**config.mk**
```make
export PLATFORM = sky130hd
export DESIGN_NAME = card_frame_parser_whitelist_flat
export DESIGN_NICKNAME = d
export VERILOG_FILES = /design/src/hw/rtl/cfpw_pkg.sv /design/src/hw/rtl/cfpw_in_if.sv /design/src/hw/rtl/cfpw_out_if.sv /design/src/hw/rtl/cfpw_ctrl.sv /design/src/hw/rtl/cfpw_dp.sv /design/src/hw/rtl/card_frame_parser_whitelist.sv /design/src/flat_wrapper.sv
export SDC_FILE = /design/constraint.sdc
export NUM_CORES = 1
export LEC_CHECK = 0
export ABC_CLOCK_PERIOD_IN_PS = 4300
export BUFFER_PORTS_ARGS = -buffer_cell sky130_fd_sc_hd__buf_2
export CAP_MARGIN = 20
export CORE_UTILIZATION = 56
export DETAILED_ROUTE_END_ITERATION = 12
export HOLD_SLACK_MARGIN = 0.05
export PLACE_DENSITY = 0.81
export REMOVE_ABC_BUFFERS = 1
export SLEW_MARGIN = 20
export SYNTH_ARGS = -nofsm -noshare
export SYNTH_HDL_FRONTEND = slang
export SYNTH_HIERARCHICAL = 1
export SYNTH_SLANG_ARGS = --single-unit
```
**constraint.sdc**
```tcl
create_clock -name clk_i -period 4.3 [get_ports clk_i]
set_input_delay 0.215 -clock clk_i [delete_from_list [all_inputs] [get_ports clk_i]]
set_output_delay 0.215 -clock clk_i [all_outputs]
set_load 0.005 [all_outputs]
```
**src/hw/rtl/cfpw_pkg.sv**
```systemverilog
// Shared types and constants for the card frame parser with whitelist.
package cfpw_pkg;

  localparam int unsigned HeaderLen = 7;
  localparam int unsigned FrameEnd  = 10;
  localparam int unsigned PosW      = 4;

  typedef enum logic {
    OP_BYTE = 1'b0,
    OP_ARM  = 1'b1
  } op_e;

  typedef enum logic [1:0] {
    OUT_MATCHED  = 2'd0,
    OUT_NO_MATCH = 2'd1,
    OUT_ENROLLED = 2'd2,
    OUT_FULL     = 2'd3
  } outcome_e;

  typedef enum logic [2:0] {
    ST_IDLE = 3'b001,
    ST_SCAN = 3'b010,
    ST_EMIT = 3'b100
  } state_e;

  // controller -> datapath
  typedef struct packed {
    logic accept;     // input word taken this cycle
    logic scan_run;   // step the store scan
    logic scan_end;   // latch match / no-match result
    logic load_out;   // move result into output register
  } cmd_t;

  // datapath -> controller
  typedef struct packed {
    logic frame_end;  // current input word is the last ID byte
    logic armed;
    logic scan_hit;
    logic scan_miss;
    logic out_free;
  } sts_t;

  function automatic logic [7:0] header_byte(input logic [2:0] pos);
    logic [7:0] b;
    case (pos)
      3'd0:    b = 8'h04;
      3'd1:    b = 8'h0C;
      3'd2:    b = 8'h02;
      3'd3:    b = 8'h30;
      3'd4:    b = 8'h00;
      3'd5:    b = 8'h04;
      3'd6:    b = 8'h00;
      default: b = 8'h00;
    endcase
    return b;
  endfunction

endpackage

```
**src/hw/rtl/cfpw_in_if.sv**
```systemverilog
// Input channel: reader byte or enrollment arm request.
interface cfpw_in_if;
  logic       valid;
  logic       ready;
  logic       operation;
  logic [7:0] rx_byte;

  modport source (output valid, output operation, output rx_byte, input ready);
  modport sink   (input valid, input operation, input rx_byte, output ready);
endinterface

```
**src/hw/rtl/cfpw_out_if.sv**
```systemverilog
// Output channel: frame result word.
interface cfpw_out_if;
  logic        valid;
  logic        ready;
  logic [1:0]  outcome;
  logic [3:0]  card_index;
  logic [31:0] card_id;

  modport source (output valid, output outcome, output card_index, output card_id,
                  input ready);
  modport sink   (input valid, input outcome, input card_index, input card_id,
                  output ready);
endinterface

```
**src/hw/rtl/cfpw_ctrl.sv**
```systemverilog
// Control state machine: accept, store scan, result hand-off.
module cfpw_ctrl (
  input  logic             clk_i,
  input  logic             rst_ni,
  input  logic             in_valid_i,
  output logic             in_ready_o,
  input  cfpw_pkg::sts_t   sts_i,
  output cfpw_pkg::cmd_t   cmd_o
);

  cfpw_pkg::state_e state_q, state_d;

  assign in_ready_o = (state_q == cfpw_pkg::ST_IDLE);

  always_comb begin
    state_d = state_q;
    cmd_o   = '0;
    case (state_q)
      cfpw_pkg::ST_IDLE: begin
        cmd_o.accept = in_valid_i;
        if (in_valid_i && sts_i.frame_end) begin
          state_d = sts_i.armed ? cfpw_pkg::ST_EMIT : cfpw_pkg::ST_SCAN;
        end
      end
      cfpw_pkg::ST_SCAN: begin
        cmd_o.scan_run = 1'b1;
        if (sts_i.scan_hit || sts_i.scan_miss) begin
          cmd_o.scan_end = 1'b1;
          state_d        = cfpw_pkg::ST_EMIT;
        end
      end
      cfpw_pkg::ST_EMIT: begin
        if (sts_i.out_free) begin
          cmd_o.load_out = 1'b1;
          state_d        = cfpw_pkg::ST_IDLE;
        end
      end
      default: state_d = cfpw_pkg::ST_IDLE;
    endcase
  end

  always_ff @(posedge clk_i or negedge rst_ni) begin
    if (!rst_ni) begin
      state_q <= cfpw_pkg::ST_IDLE;
    end else begin
      state_q <= state_d;
    end
  end

endmodule

```
**src/hw/rtl/cfpw_dp.sv**
```systemverilog
// Datapath: header parser, ID capture, card store and scan, output register.
module cfpw_dp #(
  parameter int unsigned MAX_CARDS = 16
) (
  input  logic           clk_i,
  input  logic           rst_ni,
  input  cfpw_pkg::cmd_t cmd_i,
  output cfpw_pkg::sts_t sts_o,
  input  logic           in_operation_i,
  input  logic [7:0]     in_rx_byte_i,
  input  logic           out_ready_i,
  output logic           out_valid_o,
  output logic [1:0]     out_outcome_o,
  output logic [3:0]     out_card_index_o,
  output logic [31:0]    out_card_id_o
);

  localparam int unsigned IdxW = (MAX_CARDS > 1) ? $clog2(MAX_CARDS) : 1;
  localparam int unsigned CntW = $clog2(MAX_CARDS + 1);

  logic [cfpw_pkg::PosW-1:0] pos_q, pos_d;
  logic [23:0]               cap_q;
  logic [CntW-1:0]           cnt_q;
  logic                      armed_q;
  logic [31:0]               id_q;
  logic [CntW-1:0]           idx_q;
  logic [31:0]               rd_q;
  logic                      rd_vld_q;
  logic [IdxW-1:0]           rd_idx_q;
  cfpw_pkg::outcome_e        res_outcome_q;
  logic [3:0]                res_index_q;
  logic                      out_valid_q;
  cfpw_pkg::outcome_e        out_outcome_q;
  logic [3:0]                out_index_q;
  logic [31:0]               out_id_q;

  logic [31:0] mem [MAX_CARDS];

  logic            is_byte, frame_acc, has_room, wr_en, rd_en, more;
  logic [31:0]     frame_id;
  logic [IdxW+3:0] cnt_ext, rd_idx_ext;

  assign is_byte    = (in_operation_i == cfpw_pkg::OP_BYTE);
  assign frame_id   = {cap_q, in_rx_byte_i};
  assign has_room   = (cnt_q < CntW'(MAX_CARDS));
  assign frame_acc  = cmd_i.accept && sts_o.frame_end;
  assign wr_en      = frame_acc && armed_q && has_room;
  assign more       = (idx_q < cnt_q);
  assign rd_en      = cmd_i.scan_run && more;
  // slot numbers wider than the field keep their low four bits
  assign cnt_ext    = {4'b0, cnt_q[IdxW-1:0]};
  assign rd_idx_ext = {4'b0, rd_idx_q};

  assign sts_o.frame_end = is_byte && (pos_q == cfpw_pkg::PosW'(cfpw_pkg::FrameEnd));
  assign sts_o.armed     = armed_q;
  assign sts_o.scan_hit  = rd_vld_q && (rd_q == id_q);
  assign sts_o.scan_miss = !rd_vld_q && !more;
  assign sts_o.out_free  = !out_valid_q || out_ready_i;

  // header / ID position
  always_comb begin
    pos_d = pos_q;
    if (pos_q < cfpw_pkg::PosW'(cfpw_pkg::HeaderLen)) begin
      pos_d = (in_rx_byte_i == cfpw_pkg::header_byte(pos_q[2:0])) ? pos_q + 1'b1 : '0;
    end else if (pos_q < cfpw_pkg::PosW'(cfpw_pkg::FrameEnd)) begin
      pos_d = pos_q + 1'b1;
    end else begin
      pos_d = '0;
    end
  end

  always_ff @(posedge clk_i or negedge rst_ni) begin
    if (!rst_ni) begin
      pos_q       <= '0;
      cnt_q       <= '0;
      armed_q     <= 1'b0;
      idx_q       <= '0;
      rd_vld_q    <= 1'b0;
      out_valid_q <= 1'b0;
    end else begin
      rd_vld_q <= rd_en;
      if (rd_en) begin
        idx_q <= idx_q + 1'b1;
      end
      if (cmd_i.accept) begin
        if (!is_byte) begin
          armed_q <= 1'b1;
        end else begin
          pos_q <= pos_d;
        end
        if (frame_acc) begin
          idx_q   <= '0;
          armed_q <= 1'b0;
          if (wr_en) begin
            cnt_q <= cnt_q + 1'b1;
          end
        end
      end
      if (cmd_i.load_out) begin
        out_valid_q <= 1'b1;
      end else if (out_ready_i) begin
        out_valid_q <= 1'b0;
      end
    end
  end

  // payload registers
  always_ff @(posedge clk_i) begin
    if (cmd_i.accept && is_byte && pos_q >= cfpw_pkg::PosW'(cfpw_pkg::HeaderLen)
        && pos_q < cfpw_pkg::PosW'(cfpw_pkg::FrameEnd)) begin
      cap_q <= {cap_q[15:0], in_rx_byte_i};
    end
    if (frame_acc) begin
      id_q <= frame_id;
      if (armed_q) begin
        res_outcome_q <= has_room ? cfpw_pkg::OUT_ENROLLED : cfpw_pkg::OUT_FULL;
        res_index_q   <= has_room ? cnt_ext[3:0] : 4'd0;
      end
    end
    if (cmd_i.scan_end) begin
      res_outcome_q <= sts_o.scan_hit ? cfpw_pkg::OUT_MATCHED : cfpw_pkg::OUT_NO_MATCH;
      res_index_q   <= sts_o.scan_hit ? rd_idx_ext[3:0] : 4'd0;
    end
    if (rd_en) begin
      rd_idx_q <= idx_q[IdxW-1:0];
    end
    if (cmd_i.load_out) begin
      out_outcome_q <= res_outcome_q;
      out_index_q   <= res_index_q;
      out_id_q      <= id_q;
    end
  end

  // card store
  always_ff @(posedge clk_i) begin
    if (wr_en) begin
      mem[cnt_q[IdxW-1:0]] <= frame_id;
    end
    if (rd_en) begin
      rd_q <= mem[idx_q[IdxW-1:0]];
    end
  end

  assign out_valid_o      = out_valid_q;
  assign out_outcome_o    = out_outcome_q;
  assign out_card_index_o = out_index_q;
  assign out_card_id_o    = out_id_q;

endmodule

```
**src/hw/rtl/card_frame_parser_whitelist.sv**
```systemverilog
// Top level: card reader frame parser with enrollment and whitelist lookup.
// Throughput: one input word per cycle except after the last ID byte of a frame.
// Enrolled or table-full frame: result is loaded into the output register when free.
// Lookup frame: the single store read port walks the stored slots in order until a
//   match or the last stored card; input is held off until the result is queued.
// Reset (async, active low) clears parser, count and arm flag; the store needs no clear.
module card_frame_parser_whitelist #(
  parameter int unsigned MAX_CARDS = 16
) (
  input  logic       clk_i,
  input  logic       rst_ni,
  cfpw_in_if.sink    in_i,
  cfpw_out_if.source out_o
);

  cfpw_pkg::cmd_t cmd;
  cfpw_pkg::sts_t sts;

  // FSM decides when words are taken and when the scan runs
  cfpw_ctrl u_ctrl (
    .clk_i      (clk_i),
    .rst_ni     (rst_ni),
    .in_valid_i (in_i.valid),
    .in_ready_o (in_i.ready),
    .sts_i      (sts),
    .cmd_o      (cmd)
  );

  // parser, store and output register; the output register lets the
  // next frame's bytes flow in while a result waits for the sink
  cfpw_dp #(
    .MAX_CARDS (MAX_CARDS)
  ) u_dp (
    .clk_i            (clk_i),
    .rst_ni           (rst_ni),
    .cmd_i            (cmd),
    .sts_o            (sts),
    .in_operation_i   (in_i.operation),
    .in_rx_byte_i     (in_i.rx_byte),
    .out_ready_i      (out_o.ready),
    .out_valid_o      (out_o.valid),
    .out_outcome_o    (out_o.outcome),
    .out_card_index_o (out_o.card_index),
    .out_card_id_o    (out_o.card_id)
  );

endmodule

```
**src/flat_wrapper.sv**
```systemverilog
// flat-port wrapper written by rule: the top's interface ports become plain ports
module card_frame_parser_whitelist_flat 
#(
  parameter int unsigned MAX_CARDS = 16
)
  (clk_i, rst_ni, in_i_valid, in_i_operation, in_i_rx_byte, in_i_ready, out_o_valid, out_o_outcome, out_o_card_index, out_o_card_id, out_o_ready);
  cfpw_in_if in_i_i ();
  cfpw_out_if out_o_i ();
  input  logic clk_i;
  input  logic rst_ni;
  input wire logic [$bits(in_i_i.valid)-1:0] in_i_valid;
  input wire logic [$bits(in_i_i.operation)-1:0] in_i_operation;
  input wire logic [$bits(in_i_i.rx_byte)-1:0] in_i_rx_byte;
  output wire logic [$bits(in_i_i.ready)-1:0] in_i_ready;
  output wire logic [$bits(out_o_i.valid)-1:0] out_o_valid;
  output wire logic [$bits(out_o_i.outcome)-1:0] out_o_outcome;
  output wire logic [$bits(out_o_i.card_index)-1:0] out_o_card_index;
  output wire logic [$bits(out_o_i.card_id)-1:0] out_o_card_id;
  input wire logic [$bits(out_o_i.ready)-1:0] out_o_ready;
  assign in_i_i.valid = in_i_valid;
  assign in_i_i.operation = in_i_operation;
  assign in_i_i.rx_byte = in_i_rx_byte;
  assign in_i_ready = in_i_i.ready;
  assign out_o_valid = out_o_i.valid;
  assign out_o_outcome = out_o_i.outcome;
  assign out_o_card_index = out_o_i.card_index;
  assign out_o_card_id = out_o_i.card_id;
  assign out_o_i.ready = out_o_ready;
  card_frame_parser_whitelist #(.MAX_CARDS(MAX_CARDS)) u_core (.clk_i(clk_i), .rst_ni(rst_ni), .in_i(in_i_i), .out_o(out_o_i));
endmodule
```
Word-level counts from Yosys, hierarchy flattened
Memories as Yosys holds them, arrays and structs flattened. A register that Yosys moved wholly into a read port is not among the register bits.
Cells that the tools add are included.
{"block": "totals", "reg_bits": 124, "latch_bits": 0, "ramBits": 512, "romBits": 0, "inputBits": 13, "out_inout_bits": 40, "elab_cells": 99, "memories": 1}
{"memory": "u_core.u_dp.mem", "depth": 16, "word_bits": 32, "read_ports": 1, "rd_ports_with_merged_regs": 1, "wr": 1, "line_no": "cfpw_dp.sv:37", "rtl": "logic [31:0] mem [MAX_CARDS];"}
{"block": "op_classes", "addsub": 3, "mul": 0, "div": 0, "order_cmp": 5, "n_eq_ne": 13, "n_shift": 0, "n_mux": 34, "n_bitwise": 1, "n_reduce_logical": 27}
{"op": "== test 32 bit", "count": 1}
{"op": "2-to-1 mux 4 bit", "count": 8}
{"op": "case mux 6 bit (4 select lines)", "count": 1}
{"op": "2-to-1 mux 5 bit", "count": 3}
{"op": "2-to-1 mux 1 bit", "count": 12}
{"op": "2-to-1 mux 3 bit", "count": 4}
{"op": "logical AND 1 bit", "count": 11}
{"op": "adder 5 x 1 -> 5 bit, second input constant", "count": 2}
{"op": "== test 3 x 2 -> 1 bit, second input constant", "count": 3}
{"op": "case mux 3 bit (3 select lines)", "count": 1}
{"op": "== test 8 bit", "count": 1}
{"op": "2-to-1 mux 2 bit", "count": 4}
{"op": "2-to-1 mux 8 bit", "count": 1}
{"op": "nonzero test 2 bit", "count": 4}
{"op": "== test 3 x 1 -> 1 bit, second input constant", "count": 2}
{"op": "== test 3 bit, second input constant", "count": 2}
{"op": "AND reduction 2 bit", "count": 3}
{"op": "AND reduction 3 bit", "count": 2}
{"op": "< comparator 5 bit", "count": 1}
{"op": "< comparator 5 bit, second input constant", "count": 1}
{"op": "adder 4 x 1 -> 4 bit, second input constant", "count": 1}
{"op": "== test 4 bit, second input constant", "count": 1}
{"op": ">= comparator 4 x 3 -> 1 bit, second input constant", "count": 1}
{"op": "< comparator 4 x 3 -> 1 bit, second input constant", "count": 1}
{"op": "8 further kinds", "count": 12}

Longest topological paths before layout
Gate-level depths: netlist of the first run.
{"block": "logic_depth", "word_depth": 10, "mapped_depth": 13, "depth_no_buf": 11}

Cells and area by module
Netlist of the first run, hierarchy kept.
{"module": "cfpw_dp", "instances": 1, "cells_per_inst": 1042, "area_per_inst_um2": 24916.4, "seq_area_each_um2": 19884.1}
{"module": "cfpw_ctrl", "instances": 1, "cells_per_inst": 21, "area_per_inst_um2": 190.2, "seq_area_each_um2": 76.3}

Worst setup path before layout of the first run
No wires, ideal clock.
{"block": "synth_timing", "path_type": "register to register", "startpoint": "register u_core.u_ctrl.state_q[0]", "endpoint": "memory u_core.u_dp.mem[3][0] (enable)", "setup_ns": 0.461, "t_arrival_ns": 4.334, "required_time_ns": 3.839, "slack_ns": -0.494, "path_stages_with_launch": 9, "path_buffers": 2, "synth_period_minus_slack_ns": 4.794, "cell_sequence": "dfstp_2 > nor3b_2 > and2_2 > and2_1 > buf_2 > and3_1 > buf_2 > nand2_1 > nor3_1"}
{"element": "start: declaration", "line_no": "cfpw_ctrl.sv:11", "rtl": "cfpw_pkg::state_e state_q, state_d;"}
{"element": "start signal: assignment", "line_no": "cfpw_ctrl.sv:44", "rtl": "state_q <= cfpw_pkg::ST_IDLE;"}
{"element": "start signal: assignment", "line_no": "cfpw_ctrl.sv:46", "rtl": "state_q <= state_d;"}
{"element": "end: declaration", "line_no": "cfpw_dp.sv:37"}

==> results.cfg, run 1 <==
[power_and_ir_drop]
p_total_w = 0.0128
comb_power_share_pct = 2.3
cell_internal_pwr_w = 0.0103
clkPwrFrac_pct = 42.3
ir_drop_mv = 0.311
p_switching_w = 0.00252
cellLeakagePower_nw = 9.17
sw_frac_of_total_pct = 19.7
power_density_nw_per_um2 = 449
power_frac_seq_pct = 55.4

[timing]
worstMarginPinSlew_ns = 0.978
drv_slew = 0
finalCriticalPeriod_ns = 3.18
setup_violations = 0
fin_skew_ns = 0.0321
relSlewSlack_pct = 34.7
max_clock_freq_ghz = 0.315
grt_setup_unrepaired = false
hold_viol = 0
period_share_pct = 73.9

[finish]
drive_gt1_share_pct = 29.5
fin_nets = 1203
area_delta_synth_final_pct = 13.2
final_area_um2 = 28400
n_antenna_cell = 0

[place]
io_buffers = 52
globalplace.congestion = 0.801
dpl-instance-area_um2 = 26300
dp_hpwl_mm = 30.0

[clock_tree]
cts_tree = yes
clk_latency_ns = 0.59
cts-buffers-inserted = 66
hold_buffers = 5
cts_resized = 0
post_cts_buffers = 0
htree_levels = 3
clkTransAtPathRegs_ns = 0.07
cts.path.max_buffers = 3
clockRootBuffer = clkbuf_16
clock-sinks = 668

[yosys]
synth_cells = 1063
muxShareOfSynthArea_pct = 14.4
synth_compound_area_share_pct = 0.812
synthXorXnorAreaFrac_pct = 1.36
synth_top_family_by_area = multiplexers
synthArstFlopShare_pct = 2.99
synthSimpleGateAreaFrac_pct = 1.96
synth.avg_cell_area_um2 = 23.6
synth_warnings = 6
synth-main-ff-cell = edfxtp_1
synth-edff-count = 648
syn-cell-area_um2 = 25100
synth_cell_types = 50
synth_seq_cells = 668
synth_adder_area_share_pct = 0.748
seq_area_frac_synth_pct = 79.5

[worst_setup_path]
arrival_ns = 3.44
crit_chain = xor2_1 -> nor4_1 -> nand3_1 -> nor3_2 -> nor2_1 -> nor3_1 -> buf_4 -> inv_1 -> nand2_1
rr_worst_depth = 9
critical_path_required_ns = 4.56
cp-start-kind = register
crit_fanout = 10
cpPeakStageDelay_ns = 0.77
crit_type = register to register
end_kind = register
slowest_stage = nor4_1

[route]
first_iter_violations = 1181
ant_nets = 0
finalWirelength_mm = 55.9
vias = 11600
viasPerCell = 6.38
wl_per_cell_um = 30.8
drtPass1Iterations = 6
drc = 0

[floorplan]
rows = 77
die_h_um = 214
ios = 53
initial_utilization_pct = 56.8
dieWidth_um = 214
dieArea_um2 = 45700
coreArea_um2 = 44200

[global_route]
overflow = 0
grt_start_max_net_pins = 133
grt_pass1_wl_mm = 80.6
first_global_vias = 12000
grt_util_all_layers_pct = 25.7
antenna_found_initial = 0

[worst_hold_path]
hold_depth = 1
hold_class = input pin to register

[flow_run]
cap_violations = 0

[status]
outcome = finished, final reports clean
final cells by class:
type / count / area, um2
flip-flops and latches: 668 / 20000
fillers: 2714 / 15800
multi-input cells: 341 / 4980
clock buffers: 78 / 1760
well taps: 592 / 741
repair buffers: 86 / 686
clock inverters: 37 / 236
inverters: 12 / 45.0
power groups by stage:
stage	registers (W)	clock network (W)	logic, W
floorplan	0.00724	0	0.000194
global placement	0.00721	0	0.000283
detailed placement	0.00721	0	0.000290
CTS	0.00707	0.00548	0.000298
global route	0.00707	0.00570	0.000312
finish	0.00707	0.00540	0.000296
per-stage QoR:
| step | utilization (%) | setup WS, ns | hold WS (ns) | cells | TNS, ns |
|---|---|---|---|---|---|
| 5_1_grt | 64.3 | 1.00 | 0.0806 | 1814 | 0 |
| 6_report | 64.3 | 1.12 | 0.0688 | 1814 | 0 |
| 4_1_cts | 64.2 | 1.06 | 0.0538 | 1813 | 0 |
| 3_5_place_dp | 59.6 | 1.05 | 0.206 | 1693 | 0 |
| 3_3_place_gp | 59.6 | 1.10 | 0.195 | 1693 | 0 |
| 2_1_floorplan | - | -2.49 | -0.0806 | 1021 | -311.74 |
routing by layer:
layer | GRT usage (%) | vias up | part of all wire (%)
met4 | 10.6 | 0 | 3.4
met2 | 43.8 | 642 | 52
li1 | - | 4683 | -
met1 | 32.8 | 6116 | 37
met3 | 4.66 | 131 | 7.5
met5 | 0 | - | 0
logic make-up after synthesis:
logic type,after synthesis
adder cells (fa/ha/maj),15
AND/OR/NAND/NOR,93
XOR/XNOR,39
buffers and inverters,54
AO/OA/AOI/OAI,32
flip-flops,668
multiplexers,162
path summary, 6_finish.rpt:
path,start,to,slack [ns]
worst max-delay path,u_core/u_dp/id_q[6],u_core/u_dp/res_index_q[0],1.12
worst min-delay path,in_i_rx_byte[5],u_core/u_dp/mem[9][5],0.07
worst max register to register,u_core/u_dp/id_q[6],u_core/u_dp/res_index_q[0],1.12
worst min register to register,u_core/u_dp/res_outcome_q[1],u_core/u_dp/out_outcome_o[1],0.42
max in group asynchronous,rst_ni,u_core/u_dp/idx_q[0],3.77
min in group asynchronous,rst_ni,u_core/u_dp/idx_q[1],0.14
state kept, by name (all words and copies together), names as in the netlist, 4 cells and up:
signal                        count
u_core/u_dp/id_q                 32
u_core/u_dp/cnt_q                 5
u_core/u_dp/rd_q                 32
u_core/u_dp/out_card_index_o      4
u_core/u_dp/idx_q                 5
u_core/u_dp/rd_idx_q              4
u_core/u_dp/out_card_id_o        32
u_core/u_dp/res_index_q           4
u_core/u_dp/cap_q                24
u_core/u_dp/mem                 512
u_core/u_dp/pos_q                 4
worst max-delay path, delay by kind of cell (launching register included):
family                 cells  cell delay, ns
XOR/XNOR                   1            0.19
AND/OR/NAND/NOR            6            1.99
buffers and inverters      2            0.25
flip-flops                 1            0.44
cells in the final DEF, fill, tap and decap left out, drive strengths merged, types with 5 or more instances in the layout:
cell / n
o21ai: 5
a21oi: 12
buf: 81
nor3: 11
xor2: 31
nor4: 8
dfrtp: 19
nor2: 25
mux4: 160
dlygate4sd3: 5
inv: 15
clkbuf: 78
xnor2: 8
nand2: 14
nand3: 10
clkinv: 29
edfxtp: 648
ha: 15
cells in the mapped netlist, types with 2 or more instances:
cell type / count / area [um2]
a21o_1: 2 / 15.0
a21oi_1: 12 / 60.1
a31o_2: 3 / 26.3
and3_1: 4 / 25.0
buf_1: 8 / 30.0
buf_2: 5 / 25.0
buf_6: 11 / 124
clkbuf_1: 17 / 63.8
dfrtp_1: 19 / 475
edfxtp_1: 648 / 19500
ha_1: 15 / 188
inv_1: 11 / 41.3
mux4_2: 160 / 3600
nand2_1: 14 / 52.6
nand2b_1: 4 / 25.0
nand3_1: 10 / 50.1
nand4_1: 2 / 12.5
nor2_1: 25 / 93.8
nor2b_1: 4 / 25.0
nor3_1: 10 / 50.1
nor4_1: 8 / 50.1
o21ai_0: 2 / 10.0
o21ai_1: 3 / 15.0
o22ai_1: 2 / 12.5
or3_1: 2 / 12.5
xnor2_1: 8 / 70.1
xor2_1: 31 / 272
(Power assumes the default switching activity.)
==> inputs of run 2 (changes only) <==
ABC_AREA = 1   (was unset)
ABC_CLOCK_PERIOD_IN_PS = 3100   (was 4300)
CORE_UTILIZATION = 57   (was 56)
PLACE_DENSITY = 0.79   (was 0.81)
clock period = 3.1 ns   (was 4.3 ns; I/O delays follow)
==> results.cfg, run 2 <==
[yosys]
synthTopCellsByCount = 648 x edfxtp_1, 459 x nor2_1, 227 x nand2_1
synth_warnings = 6
yosys.area.top_type = edfxtp_1
synthArstFlopShare_pct = 2.99
seq_area_frac_synth_pct = 75.1
synth_seq_cells = 668
synth-main-ff-cell = edfxtp_1
synth.avg_cell_area_um2 = 13.0
synth_cells = 2049
syn-cell-area_um2 = 26600
netlist_top_cells_area = edfxtp_1 73%, nor2_1 6.5%, o21ai_0 3.2%
synth_top_area_share_pct = 73.2
synth-edff-count = 648
synth_cell_types = 39
synth.most_common_cell = edfxtp_1

[worst_setup_path]
crit_chain = inv_1 -> ha_1 -> nand2_2 -> nor3_2 -> nand2_1 -> inv_2 -> nand3_2 -> inv_2 -> nand2_1 -> nor2_4 -> buf_12
cpPeakStageDelay_ns = 0.50
slowest_stage = nor2_4
crit_type = register to register
end_kind = register
critical_path_required_ns = 3.39
critical-path-top-delay-family = simple AND/OR/NAND/NOR gates
arrival_ns = 3.14
crit_fanout = 20
critical_path_buf_inv_count = 4
cp-start-kind = register

[place]
dp_hpwl_mm = 39.5
io_buffers = 52
globalplace.congestion = 0.927
placed_cells = 2648
place_ws_ns = 0.311

[clock_tree]
cts-buffers-inserted = 67
clock-sinks = 668
clockRootBuffer = clkbuf_16
cts_tree = yes
clkTransAtPathRegs_ns = 0.06
htree_levels = 3
clk_latency_ns = 0.60
cts.path.max_buffers = 3
cts_resized = 0

[route]
finalWirelength_mm = 64.6
vias = 17100
drtPass1Iterations = 6
first_iter_violations = 2792
wl_per_cell_um = 23.3
ant_nets = 0
viasPerCell = 6.13
drc = 0

[timing]
setup_violations = 0
hold_viol = 0
relSlewSlack_pct = 42.3
grt_setup_unrepaired = false
drv_slew = 0
worstMarginPinSlew_ns = 0.866
finalCriticalPeriod_ns = 2.85
fin_skew_ns = 0.0208
max_clock_freq_ghz = 0.351
fin_hold_ws_ns = 0.0778
timing.final.ws_setup_ns = 0.254
period_share_pct = 91.8

[finish]
n_antenna_cell = 0
post-route-util_pct = 65.6
fin_nets = 2157
area_delta_synth_final_pct = 12.8
layout_commonest_cell = edfxtp_1
largest_reg_flops = 512
fin_cells = 2780
drive_gt1_share_pct = 10.7
final_cell_mix = 648 x edfxtp_1, 441 x nor2_1, 227 x nand2_1

[floorplan]
dieWidth_um = 218
coreArea_um2 = 45700
die_h_um = 218
initial_utilization_pct = 58.2
dieArea_um2 = 47500
ios = 53
rows = 78

[power_and_ir_drop]
p_total_w = 0.0240
ir_drop_mv = 0.605
clkPwrFrac_pct = 33.5
sw_frac_of_total_pct = 31.3
cellLeakagePower_nw = 10.3
power_density_nw_per_um2 = 802
comb_power_share_pct = 23.9
power_frac_seq_pct = 42.5
cell_internal_pwr_w = 0.0165
p_switching_w = 0.00752

[flow_run]
cap_violations = 0

[global_route]
first_global_vias = 16500
grt_pass1_wl_mm = 97.2
grt_util_all_layers_pct = 27.6
grt_start_max_net_pins = 137
overflow = 0
antenna_found_initial = 0

[worst_hold_path]
hold_class = input pin to asynchronous set/reset pin

[status]
outcome = finished, final reports clean
run 2: cell type report:
cell class,count,area [um2]
Sequential cell,668,20000
Fill cell,3048,15700
Multi-Input combinational cell,1188,5890
Clock buffer,89,1890
Timing Repair Buffer,113,836
Tap cell,600,751
Inverter,91,347
Clock inverter,31,298
run 2: per-stage QoR:
step	area (um2)	setup TNS (ns)
6_report	30000	0
5_1_grt	30000	0
4_1_cts	30000	0
3_5_place_dp	27700	0
3_3_place_gp	27700	0
2_1_floorplan	26100	-790.24
run 2: cell families after synthesis:
group                    after synthesis  synth area share (%)
AO/OA/AOI/OAI                        363                  8.41
XOR/XNOR                              18                 0.593
AND/OR/NAND/NOR                      792                  11.9
flip-flops                           668                  75.1
adder cells (fa/ha/maj)               15                 0.706
buffers and inverters                193                  3.27
run 2: path summary, 6_finish.rpt:
kind	endpoint	start	depth (start not counted)	slack, ns
setup / recovery	u_core/u_dp/mem[9][24]	u_core/u_dp/pos_q[0]	11	0.25
hold / removal	u_core/u_dp/armed_q	rst_ni	2	0.08
setup reg to reg	u_core/u_dp/mem[9][24]	u_core/u_dp/pos_q[0]	11	0.25
hold reg to reg	u_core/u_dp/out_card_index_o[0]	u_core/u_dp/res_index_q[0]	0	0.42
max in group asynchronous	u_core/u_dp/idx_q[0]	rst_ni	2	2.63
min in group clk_i	u_core/u_dp/mem[10][2]	in_i_rx_byte[2]	1	0.08
run 2: power groups by stage:
stage,Sequential [W],Clock [W],Combinational [W]
finish,0.0102,0.00806,0.00575
floorplan,0.0109,0,0.00308
global route,0.0102,0.00842,0.00622
global placement,0.0104,0,0.00530
detailed placement,0.0104,0,0.00548
CTS,0.0102,0.00811,0.00558
run 2: repair_timing:
| action | 4_1_cts | 5_1_grt |
|---|---|---|
| hold buffers | 12 | 0 |
| hold endpoints to repair | 135 | 0 |
| buffers inserted | 0 | 0 |
run 2: layer usage:
metal  wire length [um]  GRT usage, %  vias to the layer above
met5                  0             0                        -
met4               2140          10.5                        0
met3               8070          6.61                      167
met2              29500          41.8                     1156
met1              24900          39.1                     8209
li1                   -             -                     7520
==> inputs of run 3 (changes only) <==
CORE_UTILIZATION = 62   (was 57)
PLACE_DENSITY = 0.85   (was 0.79)
==> results.cfg, run 3 (synthesis gave the netlist of run 2 again) <==
[global_route]
grt_util_all_layers_pct = 30.6
first_global_vias = 17100
antenna_found_initial = 0
grt_use_met3_pct = 5.34
met2_usage_pct = 49.8
overflow = 0
grtUsageMet1_pct = 40.3
top_usage_layer = met2
grt_pass1_wl_mm = 98.8
grt_start_max_net_pins = 141

[timing]
max_clock_freq_ghz = 0.377
finalCriticalPeriod_ns = 2.65
fin_skew_ns = 0.0236
setup_violations = 0
worstMarginPinSlew_ns = 0.801
fin_tns_setup_ns = 0
period_share_pct = 85.5
hold_viol = 0
timing.final.ws_setup_ns = 0.450
relSlewSlack_pct = 46.6
drv_slew = 0
grt_setup_unrepaired = false

[finish]
final_cell_mix = 648 x edfxtp_1, 441 x nor2_1, 227 x nand2_1
drive_gt1_share_pct = 10.4
fillers = 2548
largest_reg_flops = 512
fin_nets = 2153
area_delta_synth_final_pct = 12.2
layout_commonest_cell = edfxtp_1

[route]
first_iter_violations = 2670
wl_per_cell_um = 24.4
finalWirelength_mm = 66.1
ant_nets = 0
drc = 0
viasPerCell = 6.41
drtPass1Iterations = 7
vias = 17400

[worst_setup_path]
cp-start-kind = register
critical_path_required_ns = 3.31
arrival_ns = 2.86
end_kind = register
crit_fanout = 21
crit_type = register to register

[clock_tree]
cts_tree = yes
clockRootBuffer = clkbuf_16
cts.path.max_buffers = 3
clk_latency_ns = 0.58
cts-buffers-inserted = 66
htree_levels = 3
clkTransAtPathRegs_ns = 0.06
clock-sinks = 668
cts_resized = 0

[status]
outcome = finished, final reports clean

[floorplan]
coreArea_um2 = 42100
rows = 75
dieArea_um2 = 43700
initial_utilization_pct = 63.1
die_h_um = 209
dieWidth_um = 209
ios = 53

[worst_hold_path]
hold_class = input pin to asynchronous set/reset pin

[place]
place_ws_ns = 0.541
io_buffers = 52
dp_hpwl_mm = 37.2
globalplace.congestion = 0.970

[power_and_ir_drop]
power_density_nw_per_um2 = 789
p_total_w = 0.0235
ir_drop_mv = 0.918
cellLeakagePower_nw = 10.3

[flow_run]
cap_violations = 0
run 3: layout make-up:
type                    instances  area, um2  area share, %
flip-flops and latches        668      20000           67.0
diodes                          1       2.50        0.00839
repair buffers                110        891           2.99
clock inverters                31        259          0.869
clock buffers                  85       1790           5.99
multi-input cells            1188       5890           19.7
well taps                     539        674           2.26
inverters                      91        347           1.16
run 3: final timing paths:
kind,startpoint,to,slack (ns),cells after the start
worst min-delay path,rst_ni,u_core/u_dp/cnt_q[3],0.09,2
worst max register to register,u_core/u_dp/pos_q[0],u_core/u_dp/mem[14][23],0.45,11
max in group asynchronous,rst_ni,u_core/u_dp/idx_q[1],2.64,2
worst max-delay path,u_core/u_dp/pos_q[0],u_core/u_dp/mem[14][23],0.45,11
min in group clk_i,out_o_ready,u_core/u_dp/out_valid_o,0.39,5
worst min register to register,u_core/u_dp/res_index_q[3],u_core/u_dp/out_card_index_o[3],0.42,0
run 3: where the power goes:
| part | switching (W) | internal [W] |
|---|---|---|
| logic | 0.00399 | 0.00167 |
| registers | 0.000120 | 0.0101 |
| clock network | 0.00326 | 0.00441 |
run 3: layer usage:
layer,vias up,wire (um),share of wire [%]
met5,-,0,0
met4,0,2870,4.3
met3,208,7320,11
met2,1260,32100,48
met1,8411,23900,36
li1,7519,-,-
run 3: worst max-delay path: stages, from the launching register on:
cell	delay (ns)
dfrtp_1	0.41
inv_1	0.13
ha_1	0.18
nand2_2	0.08
nor3_2	0.15
nand2_1	0.14
inv_2	0.09
nand3_2	0.10
inv_2	0.14
nand2_1	0.25
nor2_4	0.17
buf_4	0.42
run 3: what timing repair did:
action,in CTS,in global routing
setup endpoints to repair,0,0
hold endpoints to repair,173,0
buffers inserted,0,0
hold buffers,13,0
run 3: per-stage QoR:
stage / instances / hold slack, ns / area (um2) / utilization (%)
4_1_cts: 2712 / 0.0658 / 29800 / 70.8
3_3_place_gp: 2583 / 0.135 / 27600 / 65.6
3_5_place_dp: 2583 / 0.150 / 27600 / 65.6
6_report: 2713 / 0.0852 / 29800 / 70.8
2_1_floorplan: 1947 / -0.141 / 26100 / -
5_1_grt: 2712 / 0.117 / 29800 / 70.8
